### config.mk
export PLATFORM = sky130hd
export DESIGN_NAME = iih_stats
export DESIGN_NICKNAME = d
export VERILOG_FILES = /design/src/hw/rtl/iih_pkg.sv /design/src/hw/rtl/iih_stats.sv
export SDC_FILE = /design/constraint.sdc
export NUM_CORES = 1
export LEC_CHECK = 0
export BUFFER_PORTS_ARGS = -buffer_cell sky130_fd_sc_hd__clkbuf_2
export CAP_MARGIN = 20
export CORE_MARGIN = 2
export CORE_UTILIZATION = 46
export DETAILED_ROUTE_END_ITERATION = 10
export PLACE_DENSITY = 0.69
export SYNTH_ARGS = -nofsm -noshare
export SYNTH_HDL_FRONTEND = slang
export SYNTH_SLANG_ARGS = --single-unit
export TNS_END_PERCENT = 100
### constraint.sdc
create_clock -name clk_i -period 5.25 [get_ports clk_i]
set_clock_uncertainty 0.15 [all_clocks]
set_input_delay 0.525 -clock clk_i [delete_from_list [all_inputs] [get_ports clk_i]]
set_output_delay 0.525 -clock clk_i [all_outputs]
set_load 0.02 [all_outputs]
### src/hw/rtl/iih_pkg.sv
package iih_pkg;

  localparam int unsigned IIH_MAX_INTERVAL = 32768;

  localparam int unsigned IIH_CFG_IDX_W = 1;
  localparam int unsigned IIH_CFG_DATA_W = 16;

  localparam logic [IIH_CFG_IDX_W-1:0] REG_STEPS_PER_BIN = 1'd0;
  localparam logic [IIH_CFG_IDX_W-1:0] REG_BIN_LIMIT     = 1'd1;

  localparam logic [15:0] STEPS_PER_BIN_RESET = 16'd30;
  localparam logic [15:0] BIN_LIMIT_RESET     = 16'd1000;

  localparam logic [1:0] CMD_SAMPLE = 2'd0;
  localparam logic [1:0] CMD_REPORT = 2'd1;
  localparam logic [1:0] CMD_CLEAR  = 2'd2;

  localparam logic [14:0] LONGEST_MAX = 15'h7fff;

  typedef struct packed {
    logic [1:0]  cmd;
    logic        spike;
    logic [31:0] stamp;
    logic [14:0] bin_index;
  } iih_in_t;

  typedef struct packed {
    logic [31:0] bin_total;
    logic [31:0] interval_total;
    logic [14:0] largest_interval;
    logic [47:0] interval_sum;
    logic [63:0] interval_square_sum;
  } iih_out_t;

  typedef struct packed {
    logic        clear;
    logic        load_stamp;
    logic [31:0] stamp;
    logic        record;
    logic [31:0] intv;
    logic [63:0] square;
  } iih_upd_t;

  typedef struct packed {
    logic [31:0] last_stamp;
    logic [31:0] total;
    logic [14:0] longest;
    logic [47:0] sum;
    logic [63:0] square_sum;
  } iih_stats_t;

endpackage

### src/hw/rtl/iih_stats.sv
module iih_stats
  import iih_pkg::*;
(
  input  logic       clk_i,
  input  logic       rst_ni,
  input  iih_upd_t   upd_i,
  output iih_stats_t stats_o
);

  iih_stats_t stats_q, stats_d;
  logic [32:0] total_inc;
  logic [48:0] sum_add;
  logic [64:0] sq_add;

  always_comb begin
    stats_d   = stats_q;
    total_inc = {1'b0, stats_q.total} + 33'd1;
    sum_add   = {1'b0, stats_q.sum} + 49'(upd_i.intv);
    sq_add    = {1'b0, stats_q.square_sum} + {1'b0, upd_i.square};
    if (upd_i.clear) begin
      stats_d = '0;
    end else begin
      if (upd_i.load_stamp) begin
        stats_d.last_stamp = upd_i.stamp;
      end
      if (upd_i.record) begin
        stats_d.total = total_inc[32] ? '1 : total_inc[31:0];
        if (upd_i.intv > {17'd0, stats_q.longest}) begin
          stats_d.longest = (upd_i.intv > {17'd0, LONGEST_MAX}) ? LONGEST_MAX
                                                                : upd_i.intv[14:0];
        end
        stats_d.sum        = sum_add[48] ? '1 : sum_add[47:0];
        stats_d.square_sum = sq_add[64] ? '1 : sq_add[63:0];
      end
    end
  end

  always_ff @(posedge clk_i or negedge rst_ni) begin
    if (!rst_ni) begin
      stats_q <= '0;
    end else begin
      stats_q <= stats_d;
    end
  end

  assign stats_o = stats_q;

endmodule

==> results.ini <==
[run_status]
status=finished, final reports clean

[timing]
setup_viol=0
worst_pin_slew_ps=1060
max_freq_mhz=234
fin_tns_setup_ps=0
maxSlewHeadroom_pct=29.2
rsz0062_at_grt=false
hold_viol_final=0
drv_slew=0
min_period_ps=4280
period_share_pct=81.5

[worst_setup_path]
critPathKind=reg -> reg
path_max_fanout=13
reg2reg_slack_ps=970
cp-end-kind=register
startpoint_type=register
required_ps=5380
cp.arrival_ps=4410

[final_layout]
utilization_pct=54.1
nets=2189
area_delta_synth_final_pct=16.5
drive_gt1_share_pct=22.2
fin_cells=2357
antenna_cells=0
n_fill_cell=2921
largest_reg_flops=191

[drt]
drtIter0Drc=1088
dr_total_vias=14000
ant_nets=0
drt-total-wl_mm=43.2
drtPass1Iterations=6
viasPerCell=5.96
wl_per_cell_um=18.3
drcViolationCount=0

[clock_tree]
clk_latency_ps=460
cts.sinks=191
clk_pin_slew_worst_paths_ps=90
ctsResizeCount=0
cts_tree=done
cts_root_buf=clkbuf_16
h-tree-depth=4
clock_path_buffers=2
cts_made_buffers=17
post_cts.repair.setup_buffers=0

[grt]
grt_max_degree=175
track_usage_pct=25.8
grt_pass1_vias=13400
grt-ovfl-total=0
antenna_found_initial=0
grt_pass1_wl_mm=69.9

[floorplanning]
initial_core_util_pct=46.4
die_area_mm2=0.0331
rows=65
ios=324
die_w_um=182
core_area_mm2=0.0314
die_h_um=182

[placed_design]
dpl.hpwl_mm=31.3
post-place-cells=2324
port-buffer-count=323
place_congestion=0.942

[yosys]
ys.flop_type=dfrtp_1
synth_edf_count=0
post_synth.cell_area_avg_um2=8.59
yosys.cell_types.count=74
netlist_instances=1697
synth_warnings=0
async_flop_share_pct=100
ys_ff_latch=191
synthesis.nets=1944
netlist_area_mm2=0.0146
synth_top_area_cell=dfrtp_1
synth.top_cells.by_area=dfrtp_1 (33%), ha_1 (9.6%), nor2_1 (6.5%)
yosysTopAreaCellShare_pct=32.8
ys_top_cells_by_count=nor2_1 (253), dfrtp_1 (191), a21oi_1 (144)
ys_seq_area_share_pct=32.8
yosysMostFrequentCell=nor2_1

[flow_run]
maxCapViolCount=0

[power]
p_total_w=0.00499
leakage_nw=8.06
ir_drop_mv=0.199
powerDensity_mw_per_mm2=294

[hold_path]
hp-class=in -> reg

-- per-stage QoR --
stage               hold slack (ps)  setup slack, ps  cell area [um2]
floorplan                      79.4             1860            14600
global placement                353             1040            16300
detailed placement              363              795            16300
CTS                             135             1020            17000
global route                    157              725            17000
finish                          157              974            17000
-- area by class of cell --
class	count	area, um2	area share [%]
clock inverter	15	191	1.13
tap	402	503	2.96
timing repair buffer	333	1750	10.3
sequential	191	4780	28.2
clock buffer	17	425	2.51
multi-input combinational	1356	9160	54.0
inverter	43	161	0.951
-- power breakdown --
group	switching (W)	total, W	internal (W)
logic	0.00120	0.00191	0.000712
registers	0.000119	0.00171	0.00159
clock network	0.000723	0.00138	0.000652
total	0.00204	0.00499	0.00295
-- what timing repair did --
action	in CTS	in global routing
endpoints found under the hold margin	1	0
hold buffers	1	0
setup endpoints to repair	0	0
-- path summary, 6_finish.rpt --
check | start | endpoint | cells past startpoint
max in group asynchronous | rst_ni | stats_o[154] | 3
min reg2reg | stats_o[164] | stats_o[164] | 2
max | stats_o[64] | stats_o[87] | 11
max reg2reg | stats_o[64] | stats_o[87] | 11
min in group asynchronous | rst_ni | stats_o[22] | 2
min | upd_i[102] | stats_o[164] | 3
-- cell usage in the layout (no fill, tap or decap), drive strengths merged, types with 4 or more instances in the layout --
cell    count
nand2      97
a31oi      20
o21a       18
a21boi      9
and4       13
nor2b       7
and2       11
nand3      44
a221oi      6
and4b       4
clkinv      7
a211oi    100
clkbuf    338
buf        11
o21bai     31
nand4      45
and3       22
or2         6
xnor2      38
nor3       46
inv        49
o31ai       8
o211ai      6
a311oi     41
mux2i      42
o21ai      72
nand2b      5
a21o       51
a21oi     144
or3         5
xor2       43
dfrtp     191
ha        112
nor4       14
nor2      254
-- worst max-delay path: stages, from the launching register on --
cell	delay [ps]
dfrtp_1	410
ha_1	240
fa_1	440
a211oi_1	360
o21ai_1	140
a22oi_1	380
o21ai_2	180
a21oi_1	400
o311a_1	490
nand3b_1	470
buf_4	310
a311oi_1	120
-- cells by family after synthesis --
kind of cell,count (synthesis),share of synthesized area [%]
xor gates and xnor gates,81,4.87
DFF,191,32.8
buffers and inverters,150,4.31
adders and majority gates,114,9.89
and+or+nand+nor,585,19.0
muxes,42,2.89
AOI/OAI and AO/OA,534,26.3
-- metal layers --
layer	GRT usage (%)	routed length, um
met1	34.6	19000
met3	5.38	2800
met4	8.68	1170
met2	41.4	20200
met5	0	0
No activity file was read; power rests on OpenSTA's default activity.
